==> src/rtl/core/wbg_pkg.sv <==
// ----------------------------------------------------------------------------
// wbg_pkg
// Shared types and Q8.8 geometry constants for the wind-barb glyph generator.
// ----------------------------------------------------------------------------
`default_nettype none

package wbg_pkg;

  // Field widths
  localparam int SPEED_W = 12;
  localparam int X_W     = 13;
  localparam int Y_W     = 15;
  localparam int KNOTS_W = 9;   // rounded speed never exceeds 256
  localparam int CNT_W   = 3;   // flags <= 5, long barbs <= 4
  localparam int IDX_W   = 3;   // command index inside one shape (dot has 5)

  // Saturation limit in knots
  localparam int MAX_KNOTS = 255;

  // Path kinds and drawing ops
  localparam logic PATH_FILL   = 1'b0;
  localparam logic PATH_STROKE = 1'b1;
  localparam logic OP_MOVE     = 1'b0;
  localparam logic OP_LINE     = 1'b1;

  // Q8.8 geometry, x side
  localparam logic signed [X_W-1:0] SPOT_X      = 13'sd358;
  localparam logic signed [X_W-1:0] BARB_X      = 13'sd2172;
  localparam logic signed [X_W-1:0] HALF_BARB_X = 13'sd1086;
  localparam logic signed [X_W-1:0] ZERO_X      = 13'sd0;

  // Q8.8 geometry, y side
  localparam logic signed [Y_W-1:0] SPOT_Y      = 15'sd358;
  localparam logic signed [Y_W-1:0] FLAG_Y      = 15'sd1792;
  localparam logic signed [Y_W-1:0] INTERVAL_Y  = 15'sd922;
  localparam logic signed [Y_W-1:0] BARB_Y      = 15'sd2172;
  localparam logic signed [Y_W-1:0] HALF_BARB_Y = 15'sd1086;
  localparam logic signed [Y_W-1:0] LONE_Y_OFS  = 15'sd1382;
  localparam logic signed [Y_W-1:0] ZERO_Y      = 15'sd0;
  // top of the bare stem: spot + stem length
  localparam logic signed [Y_W-1:0] BASE_Y      = 15'sd358 + 15'sd4608;
  // lone short barb position
  localparam logic signed [Y_W-1:0] LONE_Y      = BASE_Y - LONE_Y_OFS;
  // flag tip offset relative to flag top: barb - flag
  localparam logic signed [Y_W-1:0] FLAG_TIP_Y  = BARB_Y - FLAG_Y;

  // Divisor choice for the shared subtract/compare unit
  typedef enum logic [1:0] {
    DIV_50,
    DIV_10,
    DIV_5
  } div_sel_t;

  // Result of one subtract/compare step
  typedef struct packed {
    logic               ge;    // operand >= divisor
    logic [KNOTS_W-1:0] diff;  // operand - divisor
  } step_res_t;

  // Sequencer states
  typedef enum logic [3:0] {
    ST_IDLE,
    ST_DIV_FLAG,
    ST_DIV_LONG,
    ST_DIV_SHORT,
    ST_DOT,
    ST_FLAG,
    ST_STEM,
    ST_LONG,
    ST_SHORT
  } state_t;

endpackage

`default_nettype wire

==> src/rtl/core/wbg_in_if.sv <==
// ----------------------------------------------------------------------------
// wbg_in_if
// Speed request channel: valid/ready with the speed sample.
// ----------------------------------------------------------------------------
`default_nettype none

interface wbg_in_if;
  logic        valid;
  logic        ready;
  logic [11:0] speed_q4;
  logic        speed_missing;

  modport source (output valid, output speed_q4, output speed_missing, input ready);
  modport sink   (input valid, input speed_q4, input speed_missing, output ready);
endinterface

`default_nettype wire

==> src/rtl/core/wbg_out_if.sv <==
// ----------------------------------------------------------------------------
// wbg_out_if
// Path command channel: valid/ready with one move/line command.
// ----------------------------------------------------------------------------
`default_nettype none

interface wbg_out_if;
  logic               valid;
  logic               ready;
  logic               path_kind;
  logic               op;
  logic signed [12:0] x_q8;
  logic signed [14:0] y_q8;
  logic               last;

  modport source (output valid, output path_kind, output op, output x_q8,
                  output y_q8, output last, input ready);
  modport sink   (input valid, input path_kind, input op, input x_q8,
                  input y_q8, input last, output ready);
endinterface

`default_nettype wire

==> src/rtl/core/wbg_step_unit.sv <==
// ----------------------------------------------------------------------------
// wbg_step_unit
// Shared subtract/compare unit used for the repeated-subtraction split of
// the speed into flags (50), long barbs (10) and short barbs (5).
// ----------------------------------------------------------------------------
`default_nettype none

module wbg_step_unit
  import wbg_pkg::*;
(
  input  wire logic [KNOTS_W-1:0] operand,
  input  wire div_sel_t           div_sel,
  output step_res_t               res
);

  logic [KNOTS_W-1:0] divisor;
  logic [KNOTS_W:0]   wide_diff;

  // divisor select
  always_comb begin
    case (div_sel)
      DIV_50:  divisor = KNOTS_W'(50);
      DIV_10:  divisor = KNOTS_W'(10);
      DIV_5:   divisor = KNOTS_W'(5);
      default: divisor = KNOTS_W'(5);
    endcase
  end

  // one subtract; borrow out gives the compare
  assign wide_diff = {1'b0, operand} - {1'b0, divisor};
  assign res.ge    = ~wide_diff[KNOTS_W];
  assign res.diff  = wide_diff[KNOTS_W-1:0];

endmodule

`default_nettype wire

==> src/rtl/core/wind_barb_glyph_generator.sv <==
// ----------------------------------------------------------------------------
// wind_barb_glyph_generator
// Turns one wind speed sample into the move/line commands of a wind barb.
// ----------------------------------------------------------------------------
// Usage:
//   speed channel: one request carries speed_q4 (knots, 4 fractional bits)
//   and speed_missing. A missing sample is taken and produces no command.
//   cmd channel: one request per path command (kind, op, Q8.8 x/y, last).
//   last marks the final command of a speed sample.
// Sequence:
//   After a request is taken, the shared subtract unit splits the rounded
//   speed into flags, long barbs and a short barb. Then commands leave at
//   one per cycle while cmd is not stalled: 5 for the dot, 4 per flag, 2 for
//   the stem, 2 per barb, at most 33. A saturated input gives 29 commands.
//   speed.ready is high only while the sequencer is idle; a missing sample
//   leaves the sequencer idle.
// Reset (rst, synchronous): sequencer returns to idle and the output
//   register is emptied.
// Back-pressure: a stalled cmd holds the output register and the sequencer
//   waits; no command is lost or repeated.
// ----------------------------------------------------------------------------
`default_nettype none

module wind_barb_glyph_generator
  import wbg_pkg::*;
(
  input  wire logic clk,
  input  wire logic rst,
  wbg_in_if.sink    speed,
  wbg_out_if.source cmd
);

  state_t state, state_next;

  // split results and counters
  logic [KNOTS_W-1:0]    rem, rem_next;
  logic [CNT_W-1:0]      flags, flags_next;
  logic [CNT_W-1:0]      longs, longs_next;
  logic                  shorts, shorts_next;
  logic                  stroke, stroke_next;
  logic [CNT_W-1:0]      cnt, cnt_next;
  logic [IDX_W-1:0]      idx, idx_next;
  logic signed [Y_W-1:0] ytop, ytop_next;
  logic signed [Y_W-1:0] y, y_next;

  // output register
  logic                  cmd_valid;
  logic                  cmd_kind;
  logic                  cmd_op;
  logic signed [X_W-1:0] cmd_x;
  logic signed [Y_W-1:0] cmd_y;
  logic                  cmd_last;

  // command being produced this cycle
  logic                  emit_c;
  logic                  kind_c;
  logic                  op_c;
  logic signed [X_W-1:0] x_c;
  logic signed [Y_W-1:0] y_c;
  logic                  last_c;

  logic                  adv;
  logic                  take;
  logic [SPEED_W:0]      speed_rnd;
  logic [KNOTS_W-1:0]    knots;
  logic [KNOTS_W-1:0]    knots_sat;
  logic                  lone;
  logic                  flag_end;
  logic                  long_end;

  div_sel_t  div_sel;
  step_res_t step;

  // handshakes
  assign speed.ready = (state == ST_IDLE);
  assign take        = speed.valid && speed.ready;
  assign adv         = !cmd_valid || cmd.ready;

  // round half up, then saturate
  assign speed_rnd = {1'b0, speed.speed_q4} + (SPEED_W+1)'(8);
  assign knots     = speed_rnd[SPEED_W:4];
  assign knots_sat = (10'(knots) > 10'(MAX_KNOTS)) ? KNOTS_W'(MAX_KNOTS) : knots;

  assign lone     = (longs == '0) && (flags == '0) && shorts;
  assign flag_end = (cnt == flags - CNT_W'(1));
  assign long_end = (cnt == longs - CNT_W'(1));

  // divisor follows the split phase
  always_comb begin
    case (state)
      ST_DIV_FLAG: div_sel = DIV_50;
      ST_DIV_LONG: div_sel = DIV_10;
      default:     div_sel = DIV_5;
    endcase
  end

  wbg_step_unit u_step (
    .operand (rem),
    .div_sel (div_sel),
    .res     (step)
  );

  // next state
  always_comb begin
    state_next = state;
    case (state)
      ST_IDLE: begin
        if (take && !speed.speed_missing) state_next = ST_DIV_FLAG;
      end
      ST_DIV_FLAG: begin
        if (!step.ge) state_next = ST_DIV_LONG;
      end
      ST_DIV_LONG: begin
        if (!step.ge) state_next = ST_DIV_SHORT;
      end
      ST_DIV_SHORT: state_next = ST_DOT;
      ST_DOT: begin
        if (adv && idx == IDX_W'(4)) begin
          if (flags != '0)  state_next = ST_FLAG;
          else if (stroke)  state_next = ST_STEM;
          else              state_next = ST_IDLE;
        end
      end
      ST_FLAG: begin
        if (adv && idx == IDX_W'(3) && flag_end) begin
          state_next = stroke ? ST_STEM : ST_IDLE;
        end
      end
      ST_STEM: begin
        if (adv && idx == IDX_W'(1)) begin
          if (longs != '0)  state_next = ST_LONG;
          else if (shorts)  state_next = ST_SHORT;
          else              state_next = ST_IDLE;
        end
      end
      ST_LONG: begin
        if (adv && idx == IDX_W'(1) && long_end) begin
          state_next = shorts ? ST_SHORT : ST_IDLE;
        end
      end
      ST_SHORT: begin
        if (adv && idx == IDX_W'(1)) state_next = ST_IDLE;
      end
      default: state_next = ST_IDLE;
    endcase
  end

  // datapath: commands and counter updates
  always_comb begin
    rem_next    = rem;
    flags_next  = flags;
    longs_next  = longs;
    shorts_next = shorts;
    stroke_next = stroke;
    cnt_next    = cnt;
    idx_next    = idx;
    ytop_next   = ytop;
    y_next      = y;
    emit_c      = 1'b0;
    kind_c      = PATH_FILL;
    op_c        = (idx != '0) ? OP_LINE : OP_MOVE;
    x_c         = ZERO_X;
    y_c         = ZERO_Y;
    last_c      = 1'b0;
    case (state)
      ST_IDLE: begin
        if (take) begin
          rem_next    = knots_sat;
          flags_next  = '0;
          longs_next  = '0;
          shorts_next = 1'b0;
          stroke_next = (knots_sat >= KNOTS_W'(5));
          cnt_next    = '0;
          idx_next    = '0;
          ytop_next   = BASE_Y;
        end
      end
      ST_DIV_FLAG: begin
        if (step.ge) begin
          rem_next   = step.diff;
          flags_next = flags + CNT_W'(1);
          // first flag also opens the gap above the stem
          ytop_next  = (flags == '0) ? ytop + FLAG_Y + INTERVAL_Y : ytop + FLAG_Y;
        end
      end
      ST_DIV_LONG: begin
        if (step.ge) begin
          rem_next   = step.diff;
          longs_next = longs + CNT_W'(1);
        end
      end
      ST_DIV_SHORT: begin
        shorts_next = step.ge;
        if (step.ge) rem_next = step.diff;
      end
      // square dot around the origin
      ST_DOT: begin
        emit_c = 1'b1;
        case (idx)
          IDX_W'(0): begin x_c =  SPOT_X; y_c =  SPOT_Y; end
          IDX_W'(1): begin x_c =  SPOT_X; y_c = -SPOT_Y; end
          IDX_W'(2): begin x_c = -SPOT_X; y_c = -SPOT_Y; end
          IDX_W'(3): begin x_c = -SPOT_X; y_c =  SPOT_Y; end
          default:   begin x_c =  SPOT_X; y_c =  SPOT_Y; end
        endcase
        last_c = (idx == IDX_W'(4)) && (flags == '0) && !stroke;
        if (adv) begin
          if (idx == IDX_W'(4)) begin
            idx_next = '0;
            cnt_next = '0;
            y_next   = ytop;
          end else begin
            idx_next = idx + IDX_W'(1);
          end
        end
      end
      // one triangle per 50 knots, top down
      ST_FLAG: begin
        emit_c = 1'b1;
        case (idx)
          IDX_W'(0): begin x_c = ZERO_X;  y_c = y;              end
          IDX_W'(1): begin x_c = -BARB_X; y_c = y + FLAG_TIP_Y; end
          IDX_W'(2): begin x_c = ZERO_X;  y_c = y - FLAG_Y;     end
          default:   begin x_c = ZERO_X;  y_c = y;              end
        endcase
        last_c = (idx == IDX_W'(3)) && flag_end && !stroke;
        if (adv) begin
          if (idx == IDX_W'(3)) begin
            idx_next = '0;
            y_next   = y - FLAG_Y;
            cnt_next = flag_end ? '0 : cnt + CNT_W'(1);
          end else begin
            idx_next = idx + IDX_W'(1);
          end
        end
      end
      // stem from origin to the top
      ST_STEM: begin
        emit_c = 1'b1;
        kind_c = PATH_STROKE;
        y_c    = (idx == '0) ? ZERO_Y : ytop;
        last_c = (idx == IDX_W'(1)) && (longs == '0) && !shorts;
        if (adv) begin
          if (idx == IDX_W'(1)) begin
            idx_next = '0;
            cnt_next = '0;
            // barbs start right below the flags
            y_next   = lone ? LONE_Y : BASE_Y;
          end else begin
            idx_next = idx + IDX_W'(1);
          end
        end
      end
      // long barb per 10 knots
      ST_LONG: begin
        emit_c = 1'b1;
        kind_c = PATH_STROKE;
        x_c    = (idx == '0) ? ZERO_X : -BARB_X;
        y_c    = (idx == '0) ? y : y + BARB_Y;
        last_c = (idx == IDX_W'(1)) && long_end && !shorts;
        if (adv) begin
          if (idx == IDX_W'(1)) begin
            idx_next = '0;
            y_next   = y - INTERVAL_Y;
            cnt_next = long_end ? '0 : cnt + CNT_W'(1);
          end else begin
            idx_next = idx + IDX_W'(1);
          end
        end
      end
      // single short barb
      ST_SHORT: begin
        emit_c = 1'b1;
        kind_c = PATH_STROKE;
        x_c    = (idx == '0) ? ZERO_X : -HALF_BARB_X;
        y_c    = (idx == '0) ? y : y + HALF_BARB_Y;
        last_c = (idx == IDX_W'(1));
        if (adv) begin
          idx_next = (idx == IDX_W'(1)) ? '0 : idx + IDX_W'(1);
        end
      end
      default: ;
    endcase
  end

  // sequencer and control registers
  always_ff @(posedge clk) begin
    if (rst) begin
      state     <= ST_IDLE;
      cmd_valid <= 1'b0;
    end else begin
      state <= state_next;
      if (adv) cmd_valid <= emit_c;
    end
  end

  // working registers and output payload
  always_ff @(posedge clk) begin
    rem    <= rem_next;
    flags  <= flags_next;
    longs  <= longs_next;
    shorts <= shorts_next;
    stroke <= stroke_next;
    cnt    <= cnt_next;
    idx    <= idx_next;
    ytop   <= ytop_next;
    y      <= y_next;
    if (adv && emit_c) begin
      cmd_kind <= kind_c;
      cmd_op   <= op_c;
      cmd_x    <= x_c;
      cmd_y    <= y_c;
      cmd_last <= last_c;
    end
  end

  assign cmd.valid     = cmd_valid;
  assign cmd.path_kind = cmd_kind;
  assign cmd.op        = cmd_op;
  assign cmd.x_q8      = cmd_x;
  assign cmd.y_q8      = cmd_y;
  assign cmd.last      = cmd_last;

  // the command that ends a glyph must carry last
  a_last_on_exit: assert property (@(posedge clk) disable iff (rst)
    (emit_c && adv && state_next == ST_IDLE) |-> last_c)
    else $error("glyph ended without last");

  // the split leaves less than one short barb and at most four long barbs
  a_split_done: assert property (@(posedge clk) disable iff (rst)
    (state == ST_DOT) |-> (rem < KNOTS_W'(5) && longs <= CNT_W'(4)))
    else $error("speed split incomplete");

  // flag loop stays within the flag count
  a_flag_cnt: assert property (@(posedge clk) disable iff (rst)
    (state == ST_FLAG) |-> (cnt < flags))
    else $error("flag counter overrun");

  // long barb loop stays within its count
  a_long_cnt: assert property (@(posedge clk) disable iff (rst)
    (state == ST_LONG) |-> (cnt < longs))
    else $error("long barb counter overrun");

endmodule

`default_nettype wire

==> src/flat_wrapper.sv <==
// flat-port wrapper written by rule: the top's interface ports become plain ports
module wind_barb_glyph_generator_flat import wbg_pkg::*;
  (clk, rst, speed_valid, speed_speed_q4, speed_speed_missing, speed_ready, cmd_valid, cmd_path_kind, cmd_op, cmd_x_q8, cmd_y_q8, cmd_last, cmd_ready);
  wbg_in_if speed_i ();
  wbg_out_if cmd_i ();
  input  wire logic clk;
  input  wire logic rst;
  input wire logic [$bits(speed_i.valid)-1:0] speed_valid;
  input wire logic [$bits(speed_i.speed_q4)-1:0] speed_speed_q4;
  input wire logic [$bits(speed_i.speed_missing)-1:0] speed_speed_missing;
  output wire logic [$bits(speed_i.ready)-1:0] speed_ready;
  output wire logic [$bits(cmd_i.valid)-1:0] cmd_valid;
  output wire logic [$bits(cmd_i.path_kind)-1:0] cmd_path_kind;
  output wire logic [$bits(cmd_i.op)-1:0] cmd_op;
  output wire logic [$bits(cmd_i.x_q8)-1:0] cmd_x_q8;
  output wire logic [$bits(cmd_i.y_q8)-1:0] cmd_y_q8;
  output wire logic [$bits(cmd_i.last)-1:0] cmd_last;
  input wire logic [$bits(cmd_i.ready)-1:0] cmd_ready;
  assign speed_i.valid = speed_valid;
  assign speed_i.speed_q4 = speed_speed_q4;
  assign speed_i.speed_missing = speed_speed_missing;
  assign speed_ready = speed_i.ready;
  assign cmd_valid = cmd_i.valid;
  assign cmd_path_kind = cmd_i.path_kind;
  assign cmd_op = cmd_i.op;
  assign cmd_x_q8 = cmd_i.x_q8;
  assign cmd_y_q8 = cmd_i.y_q8;
  assign cmd_last = cmd_i.last;
  assign cmd_i.ready = cmd_ready;
  wind_barb_glyph_generator u_core (.clk(clk), .rst(rst), .speed(speed_i), .cmd(cmd_i));
endmodule
==> config.mk <==
export PLATFORM = sky130hd
export DESIGN_NAME = wind_barb_glyph_generator_flat
export DESIGN_NICKNAME = d
export VERILOG_FILES = /design/src/rtl/core/wbg_pkg.sv /design/src/rtl/core/wbg_in_if.sv /design/src/rtl/core/wbg_out_if.sv /design/src/rtl/core/wbg_step_unit.sv /design/src/rtl/core/wind_barb_glyph_generator.sv /design/src/flat_wrapper.sv
export SDC_FILE = /design/constraint.sdc
export NUM_CORES = 1
export LEC_CHECK = 0
export BUFFER_PORTS_ARGS = -buffer_cell sky130_fd_sc_hd__buf_2
export CAP_MARGIN = 20
export CORE_MARGIN = 3
export CORE_UTILIZATION = 66
export CTS_CLUSTER_DIAMETER = 50
export CTS_CLUSTER_SIZE = 16
export DETAILED_ROUTE_END_ITERATION = 10
export GPL_TIMING_DRIVEN = 0
export PLACE_DENSITY = 0.94
export SYNTH_ARGS = -nofsm -noshare
export SYNTH_HDL_FRONTEND = slang
export SYNTH_HIERARCHICAL = 1
export SYNTH_SLANG_ARGS = --single-unit
export TNS_END_PERCENT = 20
==> constraint.sdc <==
create_clock -name clk -period 8.89 [get_ports clk]
set_input_delay 1.3335 -clock clk [delete_from_list [all_inputs] [get_ports clk]]
set_output_delay 1.3335 -clock clk [all_outputs]
set_load 0.005 [all_outputs]
# == Word-level counts from Yosys, hierarchy flattened ==
# Cells that the tools add are included.
# classes
n_addsub,15
n_lt_le_gt_ge,2
n_eq_ne,36
muxes,73
n_bitwise,1
reduce_logical,52
# op_table
op,n
2-to-1 mux 15 bit,15
case mux 15 bit (5 select lines),1
2-to-1 mux 13 bit,5
2-to-1 mux 3 bit,20
case mux 15 bit (2 select lines),2
case mux 15 bit (4 select lines),1
case mux 13 bit (4 select lines),1
2-to-1 mux 4 bit,11
case mux 4 bit (9 select lines),1
"adder 15 x 12 -> 15 bit, second input constant",2
"inequality test 2 x 1 -> 1 bit, second input constant",14
2-to-1 mux 9 bit,3
logical AND 1 bit,18
case mux 9 bit (2 select lines),1
"== test 4 x 3 -> 1 bit, second input constant",4
"adder 15 x 10 -> 15 bit, second input constant",1
"adder 15 x 11 -> 15 bit, second input constant",1
"adder 15 x 13 -> 15 bit, second input constant",1
case mux 3 bit (5 select lines),1
"subtractor 15 x 11 -> 15 bit, second input constant",1
"subtractor 15 x 12 -> 15 bit, second input constant",1
"inequality test 2 bit, second input constant",7
"adder 12 x 4 -> 13 bit, second input constant",1
"adder 3 x 1 -> 3 bit, second input constant",4
38 further kinds,62
# totals
regBits,89
output_inout_bits,33
elab_cells,195

# == Logic depth before layout (Yosys ltp) ==
# logic_depth
depth_word,7
depth_mapped,18

# == By module ==
# Netlist, hierarchy kept.
# by_module_without_submodules
mod,n_inst,cells_per_inst,area_per_inst_um2,seq_area_each_um2
wind_barb_glyph_generator,1,685,6119.6,2412.3
wbg_step_unit,1,48,359.1,0.0

# == Worst setup path after synthesis ==
# No wires, ideal clock.
# synth_timing
path_kind,register to register
from,register u_core.state[0]
to,register u_core.state[1]
setup_time_ns,0.117
arrival_time_ns,3.772
required_time_ns,8.773
setup_slack_ns,5.001
path_stages_with_launch,18
path_cell_list,dfxtp_1 clkbuf_1 buf_1 buf_1 nor2b_1 o21ai_0 or2_2 ha_1 clkbuf_1 nand3_1 nand2_1 a41oi_2 nand2_1 mux2i_1 o211a_1 o311ai_1 or3_1 a21oi_1
# synth_via
elab_chain_cells,7
# synth_lines
element,line_no,rtl
start: declaration,wind_barb_glyph_generator.sv:33,"state_t state, state_next;"
start signal: assignment,wind_barb_glyph_generator.sv:292,state <= state_next;
== test 4 x 2 -> 1 bit / == test 4 x 1 -> 1 bit (equally long branches),wind_barb_glyph_generator.sv:90,case (state)
case mux 2 bit (2 select lines) *,wind_barb_glyph_generator.sv:90,
via u_core.div_sel[1],wind_barb_glyph_generator.sv:71,div_sel_t div_sel;
== test 2 x 1 -> 1 bit / zero test 2 bit (equally long branches),wbg_step_unit.sv:21,case (div_sel)
case mux 6 bit (2 select lines) *,wbg_step_unit.sv:21,
subtractor 9 x 6 -> 10 bit *,wbg_step_unit.sv:30,"assign wide_diff = {1'b0, operand} - {1'b0, divisor};"
inequality test 2 bit (no source line),--,
AND reduction 8 bit (no source line) *,--,
# Mark *: on every way through the listed nets, which the timed path passes. The rest lies on a longest branch.
# A chain may end at the register's enable or synchronous reset.

# == Worst setup path after layout ==
# Same ends and word-level chain as after synthesis.

==> run_results.csv <==
group,metric,value,unit
cts,post_cts_resized,0,
layout,drive_gt1_share,11.6,%
timing,whs,0.558,ns
worst_setup_path,cp-start-kind,"flop",
drt,wl_per_cell,21.4,um
logic_synthesis,postSynthCellCount,733,
layout,mostFrequentLayoutCells,"nand2_1, edfxtp_1, nor2_1, buf_2, a21oi_1",
worst_setup_path,critPathMaxStageDelay,0.74,ns
min_path,min_to,"u_core/cmd.valid",
worst_setup_path,worstReg2RegStart,"u_core/state[0]",
timing,fmax,0.199,GHz
die,io-pin-count,50,
timing,timing.final.crit_share,56.6,%
drt,drt_pass1_iterations,8,
grt,grt-ovfl-total,0,
cts,cts_root_buf,"clkbuf_8",
power_and_ir_drop,p_leak,2.82,nW
placed_design,gp_congestion,1.03,
placed_design,dp_hpwl,14600,um
cts,clock-sinks,82,
job,max-cap-violations,0,
drt,drc,0,
die,initial_core_util,69.1,%
die,die_x,105,um
min_path,hold_depth,2,
logic_synthesis,synth_area,6480,sq um
worst_setup_path,r2r_cells,17,
cts,post-cts-setup-buffer-count,0,
timing,rsz0062_at_grt,"false",
timing,tightest_slew,1.07,ns
min_path,hold_path.startpoint,"u_core/cmd.valid",
die,die_area,11000,sq um
layout,final_common_cell,"nand2_1",
logic_synthesis,synthFlopType,"edfxtp_1",
worst_setup_path,cp_data_arrival_time,5.28,ns
worst_setup_path,worstPathMaxFanout,10,
logic_synthesis,synth-edff-count,77,
drt,drt_iter0_markers,823,
grt,grt_usage,35.4,%
worst_setup_path,r2r_end,"u_core/state[1]",
logic_synthesis,avgSynthCellArea,8.84,sq um
logic_synthesis,ys_seq_area_share,37.2,%
grt,grt_antenna_before_repair,0,
timing,hold_viol,0,
cts,cts_buffer_depth,2,
grt,grt_pass1_wl,31200,um
run_status,status,"finished clean",
cts,clock_latency,0.36,ns
layout,antenna_cells,0,
logic_synthesis,synth_warnings,6,
worst_setup_path,crit_chain,"clkbuf_1, buf_1, buf_1, nor2b_1, o21ai_0, or2_2, ha_1, clkbuf_1, nand3_1, nand2_1, a41oi_2, nand2_1, mux2i_1, o211a_1, o311ai_1, or3_1, a21oi_1",
power_and_ir_drop,ir_drop,0.287,mV
cts,cts_tree,"done",
drt,via_per_inst,6.87,
worst_setup_path,endpoint_kind,"flop",
die,rows,35,
logic_synthesis,ys_types,79,
worst_setup_path,r2r_slack,3.86,ns
die,design.core.area,9370,sq um
layout,fin_nets,840,
logic_synthesis,async_flop_share,0,%
layout,syn2layout_area_growth,9.35,%
grt,grt_start_max_net_pins,22,
timing,setup_viol,0,
cts,hold_buffers,0,
placed_design,portBuffers,43,
cts,cts_buffers,9,
worst_setup_path,worstSetupPathType,"flop to flop",
timing,relSlewSlack,27.5,%
worst_setup_path,crit_required,9.14,ns
cts,clkTransAtPathRegs,0.09,ns
min_path,hold_path_class,"flop to flop",
logic_synthesis,synth-seq-cells,82,
timing,drv_slew,0,
drt,vias,6351,
drt,postRouteAntennaNets,0,
die,chipHeight,105,um
timing,fin_skew,0.0146,ns
worst_setup_path,crit_start,"u_core/state[0]",
drt,routed_wl,19800,um
worst_setup_path,cp_slowest_cell,"o311ai_1",
grt,grt_pass1_vias,6022,
timing,tns,0,ns
cts,htreeDepth,3,
timing,fin_crit,5.03,ns
power_and_ir_drop,p_per_area,248,nW/um^2
cells in the mapped netlist, drive strengths merged, types with 8 or more instances:
cell type	count	area (sq um)
o211ai	9	67.6
o21ai	42	210
nor3	15	75.1
nand3	17	85.1
inv	35	131
buf	21	120
and3	8	50.1
xor2	19	166
edfxtp	77	2310
nor2	67	254
nand2	88	330
a21oi	44	224
ha	32	400
a31oi	14	87.6
nor2b	17	106
o22ai	9	56.3
xnor2	35	307
clkbuf	32	120
cells by family after synthesis:
kind of cell | synth area share, %
xor+xnor | 8.00
flops | 37.2
fa+ha+maj | 6.49
simple gates | 20.0
other cells | 0.0579
compound gates | 20.8
buf+inv | 5.74
mux | 1.60
sequential cells by signal, indices dropped and copies added (netlist names), 3 cells and up:
signal and flops:
u_core/flags 3, u_core/rem 9, u_core/cmd.x_q8 9, u_core/idx 3
u_core/ytop 14, u_core/state 4, u_core/y 14, u_core/cnt 3
u_core/longs 3, u_core/cmd.y_q8 14
how the worst max path moves through the flow:
stage / to / slack [ns] / cells past startpoint
global route: u_core/state[1] / 3.52 / 17
detailed placement: u_core/state[1] / 4.10 / 17
floorplan: u_core/state[1] / 5.00 / 17
CTS: u_core/state[1] / 4.05 / 17
global placement: u_core/state[0] / 4.33 / 17
finish: u_core/state[1] / 3.86 / 17
where the power goes:
part | internal (mW) | switching, mW | leakage [nW] | total (mW)
clock network | 0.132 | 0.157 | 0.0962 | 0.289
logic | 0.312 | 0.522 | 1.93 | 0.834
registers | 0.538 | 0.0929 | 0.802 | 0.631
total | 0.982 | 0.772 | 2.82 | 1.75
worst max-delay path: cells and delay by family, from the launching register on:
kind | cells | cell delay, ns
AO/OA/AOI/OAI | 5 | 1.28
adder cells (fa/ha/maj) | 1 | 0.29
buffers and inverters | 4 | 1.52
flip-flops | 1 | 0.37
multiplexers | 1 | 0.12
AND/OR/NAND/NOR | 6 | 1.35
area by class of cell:
cell class,instances,area (sq um)
Timing Repair Buffer,45,238
Clock buffer,9,124
Sequential cell,82,2410
Clock inverter,7,76.3
Inverter,35,131
Fill cell,660,2290
Tap cell,129,161
Buffer,53,240
Multi-Input combinational cell,564,3700
metal layers:
layer / GRT usage [%] / wire (um) / share of wire [%] / vias up
met5: 0 / 0 / 0 / -
met4: 16.4 / 961 / 4.9 / 0
met3: 4.45 / 2380 / 12 / 121
met2: 59.0 / 9160 / 46 / 552
met1: 46.0 / 7270 / 37 / 2888
li1: - / - / - / 2790
per-stage QoR:
stage / setup WS [ns] / instance area, sq um / power, mW / util (%) / instances
2_1_floorplan: 5.00 / 6480 / 1.20 / - / 734
3_3_place_gp: 4.33 / 6860 / 1.35 / 73.2 / 906
3_5_place_dp: 4.10 / 6880 / 1.42 / 73.4 / 907
4_1_cts: 4.05 / 7080 / 1.72 / 75.5 / 923
5_1_grt: 3.52 / 7080 / 1.84 / 75.6 / 924
6_report: 3.86 / 7080 / 1.75 / 75.6 / 924
No activity file was read; power rests on OpenSTA's default activity.
